==> src/rtl/rwic_pkg.sv <==
package rwic_pkg;

  // Field and register widths
  localparam int REG_W  = 21;
  localparam int COV_W  = 40;
  localparam int BRK_W  = 16;
  localparam int LEN_W  = 32;
  localparam int PCT_W  = 7;
  localparam int QRT_W  = 2;
  localparam int BTOT_W = 2;
  localparam int IDX_W  = 2;

  // Coverage percent divider: quotient below 128, dividend below 100 * 2^21
  localparam int REM_W  = 28;
  localparam int DIV_W  = REG_W + PCT_W - 1;
  localparam int STEP_W = 3;

  typedef logic [IDX_W-1:0] reg_idx_t;

  localparam reg_idx_t IDX_READ_LENGTH = 2'd0;
  localparam reg_idx_t IDX_MIN_ALN     = 2'd1;
  localparam reg_idx_t IDX_MIN_FLANK   = 2'd2;

  localparam logic [REG_W-1:0] RST_READ_LENGTH = 21'd20000;
  localparam logic [REG_W-1:0] RST_MIN_ALN     = 21'd100;
  localparam logic [REG_W-1:0] RST_MIN_FLANK   = 21'd100;

  localparam logic [COV_W-1:0]  COV_MAX   = {COV_W{1'b1}};
  localparam logic [BRK_W-1:0]  BRK_MAX   = {BRK_W{1'b1}};
  localparam logic [PCT_W-1:0]  PCT_FULL  = 7'd100;
  localparam logic [PCT_W-1:0]  PCT_Q1    = 7'd25;
  localparam logic [PCT_W-1:0]  PCT_Q2    = 7'd50;
  localparam logic [PCT_W-1:0]  PCT_Q3    = 7'd75;
  localparam logic [STEP_W-1:0] STEP_LAST = 3'd6;

  typedef enum logic [2:0] {
    S_IDLE,
    S_CALC,
    S_DINIT,
    S_DSTEP,
    S_PUSH
  } state_t;

  typedef struct packed {
    logic load;
    logic calc;
    logic div_init;
    logic div_step;
    logic push;
  } cmd_t;

  typedef struct packed {
    logic last;
    logic div_last;
  } status_t;

endpackage

==> src/rtl/rwic_item_if.sv <==
interface rwic_item_if #(
  parameter int COORD_BITS = 32
) ();
  logic                  valid;
  logic                  ready;
  logic [COORD_BITS-1:0] read_start;
  logic [COORD_BITS-1:0] interval_lo;
  logic [COORD_BITS-1:0] interval_hi;
  logic                  interval_valid;
  logic                  last_interval;

  modport source (
    output valid, read_start, interval_lo, interval_hi, interval_valid, last_interval,
    input  ready
  );

  modport sink (
    input  valid, read_start, interval_lo, interval_hi, interval_valid, last_interval,
    output ready
  );
endinterface

==> src/rtl/rwic_result_if.sv <==
interface rwic_result_if
  import rwic_pkg::*;
();
  logic              valid;
  logic              ready;
  logic [LEN_W-1:0]  overlap_len;
  logic              aln_counted;
  logic              break_here;
  logic              read_done;
  logic [PCT_W-1:0]  cov_pct;
  logic [QRT_W-1:0]  cov_quarter;
  logic [BTOT_W-1:0] break_total;
  logic              has_alignment;

  modport source (
    output valid, overlap_len, aln_counted, break_here, read_done,
           cov_pct, cov_quarter, break_total, has_alignment,
    input  ready
  );

  modport sink (
    input  valid, overlap_len, aln_counted, break_here, read_done,
           cov_pct, cov_quarter, break_total, has_alignment,
    output ready
  );
endinterface

==> src/rtl/read_window_interval_coverage_unit.sv <==
// Read window interval coverage unit.
//
// Feed the alignment intervals of one read window on the item channel, one
// item per interval, with last_interval set on the final one (an item with
// interval_valid low carries no interval, e.g. for a read with none). Each
// accepted item gives exactly one item on the result channel: the overlap
// of the interval with the window, whether it counted as an alignment and
// whether it marks a break. The item that closes a read also carries the
// summary: coverage percent and quarter, break total and the hit flag.
// Write read_length, min_aln and min_flank on the wr_* port while idle.
//
// Sequence: an item is taken while idle, evaluated in the next cycle and loaded
// into the output register once that register is free; only then is the next
// item taken. A closing item first passes the percent divider (a setup state,
// then one quotient bit per cycle).
// Reset clears the controller, the coverage and break accumulators and puts
// the registers at 20000, 100 and 100. A stalled receiver holds the result
// in the output register; one more item is taken and evaluated behind it.
module read_window_interval_coverage_unit
  import rwic_pkg::*;
#(
  parameter int COORD_BITS = 32
) (
  input  logic                clk,
  input  logic                rst,
  rwic_item_if.sink           item,
  rwic_result_if.source       result,
  input  logic                wr_en,
  input  reg_idx_t            wr_index,
  input  logic [REG_W-1:0]    wr_data
);

  cmd_t    cmd;
  status_t status;

  // Sequence each item: capture, evaluate, divide on the closing item, push
  rwic_ctrl u_ctrl (
    .clk       (clk),
    .rst       (rst),
    .in_valid  (item.valid),
    .in_ready  (item.ready),
    .out_valid (result.valid),
    .out_ready (result.ready),
    .status    (status),
    .cmd       (cmd)
  );

  // Hold registers, accumulators, divider and output register
  rwic_datapath #(
    .COORD_BITS (COORD_BITS)
  ) u_datapath (
    .clk            (clk),
    .rst            (rst),
    .cmd            (cmd),
    .status         (status),
    .wr_en          (wr_en),
    .wr_index       (wr_index),
    .wr_data        (wr_data),
    .read_start     (item.read_start),
    .interval_lo    (item.interval_lo),
    .interval_hi    (item.interval_hi),
    .interval_valid (item.interval_valid),
    .last_interval  (item.last_interval),
    .overlap_len    (result.overlap_len),
    .aln_counted    (result.aln_counted),
    .break_here     (result.break_here),
    .read_done      (result.read_done),
    .cov_pct        (result.cov_pct),
    .cov_quarter    (result.cov_quarter),
    .break_total    (result.break_total),
    .has_alignment  (result.has_alignment)
  );

endmodule

==> src/rtl/rwic_ctrl.sv <==
module rwic_ctrl
  import rwic_pkg::*;
(
  input  logic    clk,
  input  logic    rst,
  input  logic    in_valid,
  output logic    in_ready,
  output logic    out_valid,
  input  logic    out_ready,
  input  status_t status,
  output cmd_t    cmd
);

  state_t state;
  state_t state_next;
  logic   out_free;

  assign out_free = !out_valid || out_ready;

  always_ff @(posedge clk) begin
    if (rst) begin
      state     <= S_IDLE;
      out_valid <= 1'b0;
    end else begin
      state <= state_next;
      if (cmd.push) begin
        out_valid <= 1'b1;
      end else if (out_ready) begin
        out_valid <= 1'b0;
      end
    end
  end

  always_comb begin
    state_next = state;
    case (state)
      S_IDLE: begin
        if (in_valid) state_next = S_CALC;
      end
      S_CALC: begin
        state_next = status.last ? S_DINIT : S_PUSH;
      end
      S_DINIT: begin
        state_next = S_DSTEP;
      end
      S_DSTEP: begin
        if (status.div_last) state_next = S_PUSH;
      end
      S_PUSH: begin
        if (out_free) state_next = S_IDLE;
      end
      default: begin
        state_next = S_IDLE;
      end
    endcase
  end

  always_comb begin
    in_ready = 1'b0;
    cmd      = '0;
    case (state)
      S_IDLE: begin
        in_ready = 1'b1;
        cmd.load = in_valid;
      end
      S_CALC:  cmd.calc     = 1'b1;
      S_DINIT: cmd.div_init = 1'b1;
      S_DSTEP: cmd.div_step = 1'b1;
      S_PUSH:  cmd.push     = out_free;
      default: cmd = '0;
    endcase
  end

endmodule

==> src/rtl/rwic_datapath.sv <==
module rwic_datapath
  import rwic_pkg::*;
#(
  parameter int COORD_BITS = 32
) (
  input  logic                  clk,
  input  logic                  rst,
  input  cmd_t                  cmd,
  output status_t               status,
  input  logic                  wr_en,
  input  reg_idx_t              wr_index,
  input  logic [REG_W-1:0]      wr_data,
  input  logic [COORD_BITS-1:0] read_start,
  input  logic [COORD_BITS-1:0] interval_lo,
  input  logic [COORD_BITS-1:0] interval_hi,
  input  logic                  interval_valid,
  input  logic                  last_interval,
  output logic [LEN_W-1:0]      overlap_len,
  output logic                  aln_counted,
  output logic                  break_here,
  output logic                  read_done,
  output logic [PCT_W-1:0]      cov_pct,
  output logic [QRT_W-1:0]      cov_quarter,
  output logic [BTOT_W-1:0]     break_total,
  output logic                  has_alignment
);

  // Wide enough for window end plus flank without wrap
  localparam int EW = COORD_BITS + REG_W + 1;

  logic [REG_W-1:0] read_length;
  logic [REG_W-1:0] min_aln;
  logic [REG_W-1:0] min_flank;

  logic [COORD_BITS-1:0] wlo;
  logic [COORD_BITS-1:0] lo;
  logic [COORD_BITS-1:0] hi;
  logic                  ivalid;
  logic                  ilast;

  logic [COV_W-1:0] coverage_sum;
  logic [BRK_W-1:0] break_counter;

  logic [REG_W-1:0] res_ov;
  logic             res_cnt;
  logic             res_brk;

  logic [REM_W-1:0]  rem;
  logic [DIV_W-1:0]  dv;
  logic [PCT_W-1:0]  quo;
  logic [STEP_W-1:0] step;
  logic              div_full;
  logic              div_zero;
  logic              hit;
  logic [BTOT_W-1:0] btot;

  logic [EW-1:0]     wlo_e, whi_e, lo_e, hi_e, mf_e, mlo_e, mhi_e, span;
  logic              rl_zero;
  logic              brk_lo, brk_hi;
  logic [REG_W-1:0]  ov_v;
  logic              counted;
  logic              brk;
  logic [COV_W:0]    sum_add;
  logic [REM_W-1:0]  dv_e;
  logic [PCT_W-1:0]  pct_sel;

  // Item arithmetic
  always_comb begin
    rl_zero = (read_length == '0);
    wlo_e   = EW'(wlo);
    lo_e    = EW'(lo);
    hi_e    = EW'(hi);
    mf_e    = EW'(min_flank);
    whi_e   = wlo_e + EW'(read_length) - EW'(1);
    mlo_e   = (lo_e > wlo_e) ? lo_e : wlo_e;
    mhi_e   = (hi_e < whi_e) ? hi_e : whi_e;
    span    = mhi_e - mlo_e + EW'(1);
    brk_lo  = (lo_e >= wlo_e + mf_e) && (lo_e + mf_e <= whi_e);
    brk_hi  = (hi_e >= wlo_e + mf_e) && (hi_e + mf_e <= whi_e);
    ov_v    = (ivalid && !rl_zero && mlo_e <= mhi_e) ? REG_W'(span) : '0;
    counted = ivalid && (ov_v >= min_aln);
    brk     = ivalid && !rl_zero && (brk_lo || brk_hi);
    sum_add = {1'b0, coverage_sum} + (COV_W+1)'(ov_v);
  end

  assign dv_e    = REM_W'(dv);
  assign pct_sel = !ilast ? '0 : div_zero ? '0 : div_full ? PCT_FULL : quo;

  assign status.last     = ilast;
  assign status.div_last = (step == STEP_LAST);

  // Configuration registers
  always_ff @(posedge clk) begin
    if (rst) begin
      read_length <= RST_READ_LENGTH;
      min_aln     <= RST_MIN_ALN;
      min_flank   <= RST_MIN_FLANK;
    end else if (wr_en) begin
      case (wr_index)
        IDX_READ_LENGTH: read_length <= wr_data;
        IDX_MIN_ALN:     min_aln     <= wr_data;
        IDX_MIN_FLANK:   min_flank   <= wr_data;
        default: ;
      endcase
    end
  end

  // Per-read accumulators
  always_ff @(posedge clk) begin
    if (rst) begin
      coverage_sum  <= '0;
      break_counter <= '0;
    end else if (cmd.calc) begin
      if (counted) begin
        coverage_sum <= sum_add[COV_W] ? COV_MAX : sum_add[COV_W-1:0];
      end
      if (brk && break_counter != BRK_MAX) begin
        break_counter <= break_counter + BRK_W'(1);
      end
    end else if (cmd.div_init) begin
      coverage_sum  <= '0;
      break_counter <= '0;
    end
  end

  // Item capture, per-item results and percent divider
  always_ff @(posedge clk) begin
    if (cmd.load) begin
      wlo    <= read_start;
      lo     <= interval_lo;
      hi     <= interval_hi;
      ivalid <= interval_valid;
      ilast  <= last_interval;
    end
    if (cmd.calc) begin
      res_ov  <= ov_v;
      res_cnt <= counted;
      res_brk <= brk;
    end
    if (cmd.div_init) begin
      // Below the full mark the sum fits the register width
      rem      <= REM_W'(coverage_sum[REG_W-1:0]) * REM_W'(PCT_FULL);
      dv       <= {read_length, {(PCT_W-1){1'b0}}};
      quo      <= '0;
      step     <= '0;
      div_full <= (coverage_sum >= COV_W'(read_length));
      div_zero <= rl_zero;
      hit      <= (coverage_sum >= COV_W'(min_aln));
      btot     <= (break_counter > BRK_W'(3)) ? 2'd3 : break_counter[BTOT_W-1:0];
    end
    if (cmd.div_step) begin
      if (rem >= dv_e) begin
        rem <= rem - dv_e;
        quo <= {quo[PCT_W-2:0], 1'b1};
      end else begin
        quo <= {quo[PCT_W-2:0], 1'b0};
      end
      dv   <= dv >> 1;
      step <= step + STEP_W'(1);
    end
  end

  // Output register
  always_ff @(posedge clk) begin
    if (cmd.push) begin
      overlap_len   <= LEN_W'(res_ov);
      aln_counted   <= res_cnt;
      break_here    <= res_brk;
      read_done     <= ilast;
      cov_pct       <= pct_sel;
      cov_quarter   <= (pct_sel >= PCT_Q3) ? 2'd3 :
                       (pct_sel >= PCT_Q2) ? 2'd2 :
                       (pct_sel >= PCT_Q1) ? 2'd1 : 2'd0;
      break_total   <= ilast ? btot : '0;
      has_alignment <= ilast && hit;
    end
  end

endmodule
==> src/flat_wrapper.sv <==
// flat-port wrapper written by rule: the top's interface ports become plain ports
module read_window_interval_coverage_unit_flat import rwic_pkg::*;
#(
  parameter int COORD_BITS = 32
)
  (clk, rst, wr_en, wr_index, wr_data, item_valid, item_read_start, item_interval_lo, item_interval_hi, item_interval_valid, item_last_interval, item_ready, result_valid, result_overlap_len, result_aln_counted, result_break_here, result_read_done, result_cov_pct, result_cov_quarter, result_break_total, result_has_alignment, result_ready);
  rwic_item_if #(.COORD_BITS(COORD_BITS)) item_i ();
  rwic_result_if result_i ();
  input  logic clk;
  input  logic rst;
  input  logic wr_en;
  input  reg_idx_t wr_index;
  input  logic [REG_W-1:0] wr_data;
  input wire logic [$bits(item_i.valid)-1:0] item_valid;
  input wire logic [$bits(item_i.read_start)-1:0] item_read_start;
  input wire logic [$bits(item_i.interval_lo)-1:0] item_interval_lo;
  input wire logic [$bits(item_i.interval_hi)-1:0] item_interval_hi;
  input wire logic [$bits(item_i.interval_valid)-1:0] item_interval_valid;
  input wire logic [$bits(item_i.last_interval)-1:0] item_last_interval;
  output wire logic [$bits(item_i.ready)-1:0] item_ready;
  output wire logic [$bits(result_i.valid)-1:0] result_valid;
  output wire logic [$bits(result_i.overlap_len)-1:0] result_overlap_len;
  output wire logic [$bits(result_i.aln_counted)-1:0] result_aln_counted;
  output wire logic [$bits(result_i.break_here)-1:0] result_break_here;
  output wire logic [$bits(result_i.read_done)-1:0] result_read_done;
  output wire logic [$bits(result_i.cov_pct)-1:0] result_cov_pct;
  output wire logic [$bits(result_i.cov_quarter)-1:0] result_cov_quarter;
  output wire logic [$bits(result_i.break_total)-1:0] result_break_total;
  output wire logic [$bits(result_i.has_alignment)-1:0] result_has_alignment;
  input wire logic [$bits(result_i.ready)-1:0] result_ready;
  assign item_i.valid = item_valid;
  assign item_i.read_start = item_read_start;
  assign item_i.interval_lo = item_interval_lo;
  assign item_i.interval_hi = item_interval_hi;
  assign item_i.interval_valid = item_interval_valid;
  assign item_i.last_interval = item_last_interval;
  assign item_ready = item_i.ready;
  assign result_valid = result_i.valid;
  assign result_overlap_len = result_i.overlap_len;
  assign result_aln_counted = result_i.aln_counted;
  assign result_break_here = result_i.break_here;
  assign result_read_done = result_i.read_done;
  assign result_cov_pct = result_i.cov_pct;
  assign result_cov_quarter = result_i.cov_quarter;
  assign result_break_total = result_i.break_total;
  assign result_has_alignment = result_i.has_alignment;
  assign result_i.ready = result_ready;
  read_window_interval_coverage_unit #(.COORD_BITS(COORD_BITS)) u_core (.clk(clk), .rst(rst), .item(item_i), .result(result_i), .wr_en(wr_en), .wr_index(wr_index), .wr_data(wr_data));
endmodule
==> config.mk <==
export PLATFORM = sky130hd
export DESIGN_NAME = read_window_interval_coverage_unit_flat
export DESIGN_NICKNAME = d
export VERILOG_FILES = /design/src/rtl/rwic_pkg.sv /design/src/rtl/rwic_item_if.sv /design/src/rtl/rwic_result_if.sv /design/src/rtl/read_window_interval_coverage_unit.sv /design/src/rtl/rwic_ctrl.sv /design/src/rtl/rwic_datapath.sv /design/src/flat_wrapper.sv
export SDC_FILE = /design/constraint.sdc
export NUM_CORES = 1
export LEC_CHECK = 0
export ABC_AREA = 1
export BUFFER_PORTS_ARGS = -buffer_cell sky130_fd_sc_hd__buf_2
export CAP_MARGIN = 40
export CORE_MARGIN = 2
export CORE_UTILIZATION = 50
export CTS_CLUSTER_SIZE = 24
export DETAILED_ROUTE_END_ITERATION = 7
export PLACE_DENSITY = 0.7
export REMOVE_ABC_BUFFERS = 1
export SYNTH_ARGS = -nofsm -noshare
export SYNTH_HDL_FRONTEND = slang
export SYNTH_SLANG_ARGS = --single-unit
==> constraint.sdc <==
create_clock -name clk -period 9.1 [get_ports clk]
set_input_delay 0.455 -clock clk [delete_from_list [all_inputs] [get_ports clk]]
set_output_delay 0.455 -clock clk [all_outputs]
set_load 0.02 [all_outputs]
## After elaboration in Yosys (flattened, before gate mapping)

Cells that the tools add are included.

| word-level totals | value |
|---|---|
| register bits after elaboration | 350 |
| bits of input ports | 126 |

| cells by class | value |
|---|---|
| add/subtract/negate cells | 11 |
| $mul | 1 |
| order comparisons | 15 |
| equal/unequal tests | 13 |
| multiplexer cells | 38 |
| reduce and logical (&&, ||, !) cells | 25 |

Operators by type and width:

| kind | count |
|---|---|
| 2-to-1 mux 40 bit | 4 |
| adder 32 x 21 -> 33 bit | 4 |
| less-or-equal comparator 33 x 54 -> 1 bit | 2 |
| 2-to-1 mux 28 bit | 3 |
| greater-or-equal comparator 40 x 21 -> 1 bit | 2 |
| greater-or-equal comparator 32 x 54 -> 1 bit | 1 |
| less-or-equal comparator 32 x 54 -> 1 bit | 1 |
| < comparator 32 x 54 -> 1 bit | 1 |
| 2-to-1 mux 54 bit | 1 |
| 2-to-1 mux 26 bit | 2 |
| 2-to-1 mux 16 bit | 3 |
| adder 40 x 21 -> 41 bit | 1 |
| 2-to-1 mux 7 bit | 5 |
| subtractor 33 x 1 -> 34 bit, second input constant | 1 |
| greater-or-equal comparator 32 x 33 -> 1 bit | 1 |
| greater-than comparator 32 bit | 1 |
| 2-to-1 mux 32 bit | 1 |
| greater-or-equal comparator 28 x 27 -> 1 bit | 1 |
| subtractor 28 x 27 -> 28 bit | 1 |
| multiplier 21 x 5 -> 26 bit, second input constant | 1 |
| adder 21 x 1 -> 21 bit, second input constant | 1 |
| greater-or-equal comparator 21 bit | 1 |
| zero test 21 bit | 1 |
| 2-to-1 mux 21 bit | 1 |
| other kinds (27) | 62 |

## Depth between registers and ports, before layout

Gate-level depths: netlist of run 1.

| logic depth | value |
|---|---|
| depth after elaboration | 11 |
| gate-level depth with buffers | 64 |
| depth with buffers taken out | 63 |

## Modules after synthesis

Synthesis of run 1 repeated with hierarchy kept, for this count alone.

| unflattened totals | value |
|---|---|
| cell total of the unflattened synthesis | 4236 |
| area, all modules | 32312.2 um^2 |

Modules (own cells, without submodules):

| module | times used | cells each | area each (um^2) | sequential area each (um^2) |
|---|---|---|---|---|
| rwic_datapath | 1 | 4196 | 32063.3 | 8908.5 |
| rwic_ctrl | 1 | 40 | 249.0 | 80.1 |

## Least setup slack after synthesis of run 1

OpenSTA, ideal clock, no wires.

| timing path | value |
|---|---|
| path type | register to register |
| from | reg u_core.u_datapath.wlo[1] |
| to | reg u_core.u_datapath.coverage_sum[15] |
| arrival | 8489 ps |
| required time | 9030 ps |
| setup slack | 541 ps |
| cell stages (with the launch flop) | 62 |
| buffers on the path | 2 |
| period minus slack after synthesis | 8559 ps |
| path through | edfxtp_1 > inv_1 > ha_1 > inv_1 > ha_1 > fa_1 > nand2_1 > nand2_1 > nand3b_1 > nand2_2 > a31o_2 > a21oi_1 > o21ai_0 > nand2_1 > nand2_1 > a21oi_1 > o21bai_1 > xor2_1 > [26 not listed] > a21oi_1 > nor2_1 > o21ai_0 > nand2_1 > nand2_1 > nor3b_1 > ha_1 > nand2_1 > nor2_1 > inv_1 > nor3_1 > nand2_1 > a31oi_1 > nand2_1 > inv_1 > clkbuf_1 > o21ai_0 > a21oi_1 |

| between the ends | value |
|---|---|
| cells in the longest elaborated chain, start to end | 11 |

Ends and longest elaborated chain:

| what | line | source |
|---|---|---|
| from (decl) | rwic_datapath.sv:35 | `logic [COORD_BITS-1:0] wlo;` |
| from (signal assigned) | rwic_datapath.sv:129 | `wlo <= read_start;` |
| adder 32 x 21 -> 33 bit | rwic_datapath.sv:74 | `whi_e = wlo_e + EW'(read_length) - EW'(1);` |
| subtractor 33 x 1 -> 34 bit | rwic_datapath.sv:74 |  |
| < comparator 32 x 54 -> 1 bit | rwic_datapath.sv:76 | `mhi_e = (hi_e < whi_e) ? hi_e : whi_e;` |
| 2-to-1 mux 54 bit | rwic_datapath.sv:76 |  |
| subtractor 21 bit or less-or-equal comparator 32 x 54 -> 1 bit (tied branches) | rwic_datapath.sv:77, rwic_datapath.sv:80 |  |
| adder 21 x 1 -> 21 bit or logical AND 1 bit (tied branches) | rwic_datapath.sv:77, rwic_datapath.sv:80 |  |
| 2-to-1 mux 21 bit * | rwic_datapath.sv:80 | `ov_v = (ivalid && !rl_zero && mlo_e <= mhi_e) ? REG_W'(span) : '0;` |
| via u_core.u_datapath.ov_v[13] | rwic_datapath.sv:60 | `logic [REG_W-1:0] ov_v;` |
| adder 40 x 21 -> 41 bit or greater-or-equal comparator 21 bit (tied branches) | rwic_datapath.sv:83, rwic_datapath.sv:81 |  |
| 2-to-1 mux 40 bit or logical AND 1 bit (tied branches) | rwic_datapath.sv:115, rwic_datapath.sv:81 |  |
| 2-to-1 mux 40 bit or != test 2 bit (tied branches) | -- |  |
| 2-to-1 mux 40 bit or AND reduction 2 bit (tied branches) | -- |  |
| to (signal assigned) | rwic_datapath.sv:115 | `coverage_sum <= sum_add[COV_W] ? COV_MAX : sum_add[COV_W-1:0];` |
| to (decl) | rwic_datapath.sv:41 | `logic [COV_W-1:0] coverage_sum;` |

Mark *: on every way through the listed nets, which the timed path passes. The rest lies on a longest branch. The select of a mux whose other input is x is not followed.
A chain may end at the register's enable or synchronous reset.

## Final worst setup path of run 1

| timing path | value |
|---|---|
| from | reg u_core.u_datapath.wlo[1] |
| to | reg u_core.u_datapath.coverage_sum[31] |

The elaborated chain is that of the path after synthesis.

==> flow_metrics.tcl, run 1 <==
set metrics [dict create \
    ys_top_cells_by_area "ha_1 22%, edfxtp_1 18%, nand2_1 9.7%" \
    crit_slowest_cell "fa_2" \
    synth_common_cells "833 x nand2_1, 631 x inv_1, 565 x ha_1" \
    path_class "flip-flop to flip-flop" \
    min_period_ns 8.715 \
    dieArea_um2 66520 \
    wl_per_cell_um 17.70 \
    p_per_area_nw_per_um2 268.7 \
    io_buffers 163 \
    clock_latency_ns 0.61 \
    synth-edff-count 198 \
    first_pass_iters 6 \
    rows 93 \
    finalHoldViolations 0 \
    nets 5284 \
    synth.distinct_cells 62 \
    grt_max_degree 88 \
    synth_top_cell_area_share_pct 21.93 \
    design_area_um2 37550 \
    ff_latch_area_um2 8991 \
    yosysWarnings 0 \
    coreArea_um2 64120 \
    arrival_ns 9.19 \
    clock-sinks 350 \
    yosysTopAreaCell "ha_1" \
    avgViaCountPerCell 5.458 \
    fin_skew_ns 0.03310 \
    setup_violations 0 \
    critPathRequiredTime_ns 9.58 \
    drtIter0Drc 2332 \
    dr_total_vias 29800 \
    drc 0 \
    numCtsBuffers 43 \
    yosysMostFrequentCell "nand2_1" \
    gp_congestion 0.9719 \
    max_slew_margin_pct 27.51 \
    ioPinCount 175 \
    worstPathMaxFanout 8 \
    postRouteAntennaNets 0 \
    async_flop_share_pct 0 \
    status "finished clean" \
    ys_seq_area_share_pct 27.88 \
    grt_antenna_before_repair 0 \
    dpl_cell_area_um2 34830 \
    cts_tree "yes" \
    fp.dieW_um 257.9 \
    crit_path_frequent_cell "nand2_1" \
    grt_pass1_wl_um 146200 \
    leakagePower_nw 18.26 \
    synthCells 4238 \
    grt_pass1_vias 27990 \
    p_total_mw 10.09 \
    dp_hpwl_um 76170 \
    grt.overflow.total 0 \
    htree_levels 2 \
    syn_avg_cell_area_um2 7.607 \
    drive_gt1_share_pct 13.64 \
    period_share_pct 95.77 \
    endpoint_kind "flip-flop" \
    ys.flop_type "edfxtp_1" \
    slowest_delay_ns 0.40 \
    start_util_pct 50.28 \
    grt_usage_pct 27.86 \
    max_freq_mhz 114.7 \
    cp-start-kind "flip-flop" \
    ir_drop_v 0.0001589 \
    die_h_um 257.9 \
    multi_input_area_um2 21050 \
    n_antenna_cell 0 \
    synth-seq-cells 350 \
    drv_cap 0 \
    netlist_area_um2 32240 \
    cts_root_buffer "clkbuf_16" \
    hold_class "input port to flip-flop" \
    worstMarginPinSlew_ns 1.077 \
    drv_slew 0 \
    synthToLayoutAreaGrowth_pct 16.48 \
    drt_wl_total_um 96600 \
    cts_buffer_depth 3 \
    fill_cells 5934 \
    grt_setup_unrepaired "true" \
    path_clk_slew_ns 0.06 \
]
## power by group
group,leakage [nW],total [mW],internal (mW),switching (mW)
registers,3.10,2.31,2.00,0.304
clock network,0.693,1.73,0.983,0.744
logic,14.5,6.06,2.45,3.61
## sequential cells by signal (all words and copies together), names as in the netlist, 7 cells and up
signal,count
u_core.u_datapath.rem,28
u_core.u_datapath.break_counter,16
u_core.u_datapath.cov_pct,7
u_core.u_datapath.dv,27
u_core.u_datapath.read_length,21
u_core.u_datapath.coverage_sum,40
u_core.u_datapath.hi,32
u_core.u_datapath.min_aln,21
u_core.u_datapath.wlo,32
u_core.u_datapath.min_flank,21
u_core.u_datapath.overlap_len,21
u_core.u_datapath.lo,32
u_core.u_datapath.quo,7
u_core.u_datapath.res_ov,21
## cell families (layout without fill, tap and decap cells)
| kind of cell | after synthesis | in the layout | synth area share [%] |
|---|---|---|---|
| xor+xnor | 179 | 179 | 4.863 |
| fa+ha+maj | 588 | 588 | 23.36 |
| compound gates | 904 | 904 | 15.65 |
| simple gates | 1481 | 1482 | 19.34 |
| other cells | 1 | 11 | 0.01163 |
| flops | 350 | 350 | 27.88 |
| buf+inv | 735 | 1090 | 8.895 |
## stage by stage
step,setup slack [ns],util [%],TNS [ns],hold slack [ns],std cells
detailed placement,-0.2247,54.33,-5.060,0.4057,5313
global route,-0.1806,58.57,-4.336,0.01251,5459
finish,0.3852,58.57,0,0.02400,5459
global placement,0.03607,54.24,0,0.4044,5309
floorplan,-0.7151,-,-13.12,0.4003,4162
CTS,0.001197,56.72,0,0.00008343,5405
## per-layer routing
metal | vias up | wire (µm) | GRT usage, %
met1 | 13680 | 41940 | 36.64
met4 | 0 | 4525 | 11.05
met5 | - | 0 | 0
met3 | 193 | 5798 | 2.846
li1 | 15000 | - | -
met2 | 925 | 44330 | 47.04
## layout make-up
class	count	share of cell area (%)
multi-input cells	3164	56.05
flip-flops and latches	350	23.94
repair buffers	362	6.921
inverters	649	6.517
clock buffers	53	3.112
well taps	855	2.849
clock inverters	26	0.6064
## cell usage in the layout, fill, tap and decap left out, types with 6 or more instances in the layout
| cell type | count |
|---|---|
| nand2_1 | 816 |
| clkbuf_16 | 50 |
| clkinv_1 | 7 |
| nor2_2 | 17 |
| nand4_1 | 74 |
| xor2_1 | 102 |
| inv_2 | 31 |
| o31ai_1 | 6 |
| buf_4 | 160 |
| ha_1 | 550 |
| buf_6 | 12 |
| edfxtp_1 | 198 |
| buf_2 | 164 |
| nand3_1 | 122 |
| nor3_1 | 50 |
| dlygate4sd3_1 | 9 |
| a21o_1 | 9 |
| nand2_2 | 24 |
| o21ai_2 | 32 |
| a211oi_1 | 20 |
| o21ai_0 | 263 |
| o21a_1 | 15 |
| or2_2 | 10 |
| nand3_2 | 7 |
| ha_4 | 11 |
| inv_1 | 615 |
| o21bai_1 | 12 |
| nor4_1 | 27 |
| o21ai_1 | 34 |
| o211ai_1 | 34 |
| conb_1 | 11 |
| buf_12 | 6 |
| dfxtp_1 | 150 |
| a21oi_1 | 394 |
| xnor2_1 | 74 |
| nor2_1 | 293 |
| a21oi_2 | 14 |
| fa_1 | 21 |
| nor3_2 | 7 |
| a31oi_1 | 24 |
## timing repair
| action | 4_1_cts | 5_1_grt |
|---|---|---|
| endpoints found under the hold margin | 9 | 0 |
| gates cloned | 0 | 7 |
| pin swaps | 0 | 56 |
| gates resized for setup | 5 | 175 |
| hold buffers | 9 | 0 |
| setup endpoints to repair | 40 | 41 |
| setup buffers | 4 | 48 |
## critical path: cells and delay by family (launching register included)
kind	cells	cell delay [ns]
buffers and inverters	10	1.15
and+or+nand+nor	29	2.83
xor gates and xnor gates	1	0.22
adders and majority gates	8	2.05
AOI/OAI and AO/OA	14	1.90
DFF	1	0.37
## worst paths after layout
check	from	end	slack [ns]	cells past startpoint
worst max-delay path	u_core.u_datapath.wlo[1]	u_core.u_datapath.coverage_sum[31]	0.39	62
worst min register to register	u_core.u_datapath.res_ov[9]	u_core.u_datapath.overlap_len[9]	0.42	0
worst max register to register	u_core.u_datapath.wlo[1]	u_core.u_datapath.coverage_sum[31]	0.39	62
worst min-delay path	item_interval_lo[27]	u_core.u_datapath.lo[27]	0.02	1
Note: power is estimated with default switching activity, not from simulation.
==> run 2, diff against run 1 <==
--- a/config.mk
+++ b/config.mk
@@ -12,6 +12,7 @@
 export CORE_UTILIZATION = 50
 export CTS_CLUSTER_SIZE = 24
 export DETAILED_ROUTE_END_ITERATION = 7
+export MAX_ROUTING_LAYER = met4
 export PLACE_DENSITY = 0.7
 export REMOVE_ABC_BUFFERS = 1
 export SYNTH_ARGS = -nofsm -noshare
==> run 2 against run 1 <==
  * Power grew 1.6%
  * Count of clock-buffer cells in the layout rose by 1
  * Clock power about the same
  * Critical path depth is 2 lower
  * Final area is 0.49% higher
  * Global-route usage grew 1.4 points
  * Critical path type unchanged
  * Critical endpoint is now u_core.u_datapath.coverage_sum[30]
  * Largest cell class unchanged
==> flow_metrics.tcl, run 2 (synthesized netlist as in run 1, its figures left out) <==
set metrics [dict create \
    wl_per_cell_um 17.83 \
    path_clk_slew_ns 0.06 \
    dp_slack_ns -0.3150 \
    worstMarginPinSlew_ns 0.9448 \
    arrival_ns 9.47 \
    min_period_ns 8.964 \
    synthToLayoutAreaGrowth_pct 17.05 \
    dieArea_um2 66520 \
    rows 93 \
    top_register "u_core.u_datapath.coverage_sum" \
    fp.dieW_um 257.9 \
    fill_cells 5935 \
    multi_input_area_um2 21160 \
    start_util_pct 50.28 \
    drv_cap 0 \
    drt_wl_total_um 97300 \
    io_buffers 163 \
    setup_ws_ns 0.1362 \
    gp_congestion 0.9674 \
    htree_levels 2 \
    postRouteAntennaNets 0 \
    slowest_delay_ns 0.39 \
    reg2reg_slack_ns 0.14 \
    die_h_um 257.9 \
    final_util_pct 58.85 \
    grt_usage_pct 29.25 \
    grt_setup_unrepaired "true" \
    cts_tree "yes" \
    endpoint_kind "flip-flop" \
    dp_hpwl_um 77160 \
    hold_class "input port to flip-flop" \
    grt_max_degree 74 \
    fin_skew_ns 0.02939 \
    ir_drop_v 0.0001596 \
    drtIter0Drc 2192 \
    wl_met1_um 43100 \
    numCtsBuffers 42 \
    p_per_area_nw_per_um2 271.6 \
    grt_pass1_vias 28080 \
    final_cell_mix "813 x nand2_1, 616 x inv_1, 549 x ha_1, 384 x a21oi_1, 290 x nor2_1" \
    first_pass_iters 6 \
    finalHoldViolations 0 \
    setup_violations 0 \
    drv_slew 0 \
    grt.overflow.total 0 \
    clock-sinks 350 \
    period_share_pct 98.50 \
    max_slew_margin_pct 36.53 \
    final_common_cell "nand2_1" \
    cts_root_buffer "clkbuf_16" \
    largest_reg_flops 40 \
    top_layer "met4" \
    coreArea_um2 64120 \
    nets 5284 \
    n_antenna_cell 0 \
    leakagePower_nw 18.28 \
    crit_slowest_cell "edfxtp_1" \
    ioPinCount 175 \
    drc 0 \
    avgViaCountPerCell 5.446 \
    grt_pass1_wl_um 148600 \
    dr_total_vias 29730 \
    routed-wl-met2_um 45550 \
    crit_path_frequent_cell "nand2_1" \
    routed-wl-met3_um 4815 \
    path_class "flip-flop to flip-flop" \
    critPathRequiredTime_ns 9.61 \
    drive_gt1_share_pct 14.34 \
    worstPathMaxFanout 6 \
    cts_buffer_depth 3 \
    ff_latch_area_um2 8989 \
    grt_antenna_before_repair 0 \
    max_freq_mhz 111.6 \
    status "finished clean" \
    clock_latency_ns 0.60 \
    cp-start-kind "flip-flop" \
]
[run 2: changes by cell type in the layout (fill, tap and decap cells not counted), sizes merged]
cell,before,now
clkinv,15,17
clkbuf,58,60
clkinvlp,2,5
dlygate4sd3,9,0
clkdlybuf4s15,1,2
inv,656,648
bufinv,2,3
buf,346,353
[run 2: what timing repair did]
action / CTS / global route
hold buffers: 0 / 0
endpoints found under the setup margin: 40 / 41
gates resized for setup: 22 / 197
gates cloned: 3 / 10
pin swaps: 6 / 77
buffers inserted: 6 / 45
[run 2: final cells by class]
class | instances | area share, %
Clock buffer | 54 | 3.183
Clock inverter | 23 | 0.5902
Inverter | 649 | 6.492
Multi-Input combinational cell | 3164 | 56.08
Sequential cell | 350 | 23.82
Tap cell | 855 | 2.835
Timing Repair Buffer | 362 | 6.976
Timing Repair inverter | 1 | 0.01989
[run 2: final timing paths]
| path | startpoint | to | cells after the start |
|---|---|---|---|
| setup / recovery | u_core.u_datapath.wlo[1] | u_core.u_datapath.coverage_sum[30] | 60 |
| hold / removal | item_interval_hi[15] | u_core.u_datapath.hi[15] | 1 |
| setup reg to reg | u_core.u_datapath.wlo[1] | u_core.u_datapath.coverage_sum[30] | 60 |
| hold reg to reg | u_core.u_datapath.res_ov[5] | u_core.u_datapath.overlap_len[5] | 0 |
[run 2: where the power goes]
group          leakage (nW)  switching [mW]  internal (mW)
Combinational          14.5            3.67           2.52
Clock                 0.695           0.724           1.02
Sequential             3.10           0.310           2.00
[run 2: critical path: cells and delay by family (launching register included)]
kind	cells	cell delay, ns
compound gates	17	2.57
simple gates	28	3.04
xor+xnor	1	0.23
flops	1	0.39
buf+inv	6	0.49
fa+ha+maj	8	2.16
[run 2: metrics by stage]
| stage | area (µm²) | std cells | TNS [ns] | total power, mW | hold WS [ns] |
|---|---|---|---|---|---|
| 5_1_grt | 37730 | 5458 | -9.707 | 11.17 | 0.01702 |
| 6_report | 37730 | 5458 | 0 | 10.25 | 0.03620 |
| 2_1_floorplan | 31840 | 4162 | -13.12 | 6.148 | 0.4003 |
| 4_1_cts | 36480 | 5404 | 0 | 9.735 | 0.006120 |
| 3_3_place_gp | 34810 | 5313 | -1.648 | 7.776 | 0.4022 |
| 3_5_place_dp | 34870 | 5318 | -8.705 | 7.851 | 0.4052 |
[run 2: layer usage]
metal,global-route usage [%],vias to the layer above
met5,-,-
met4,10.02,0
met3,2.817,174
met2,48.11,763
met1,37.69,13800
li1,-,14990
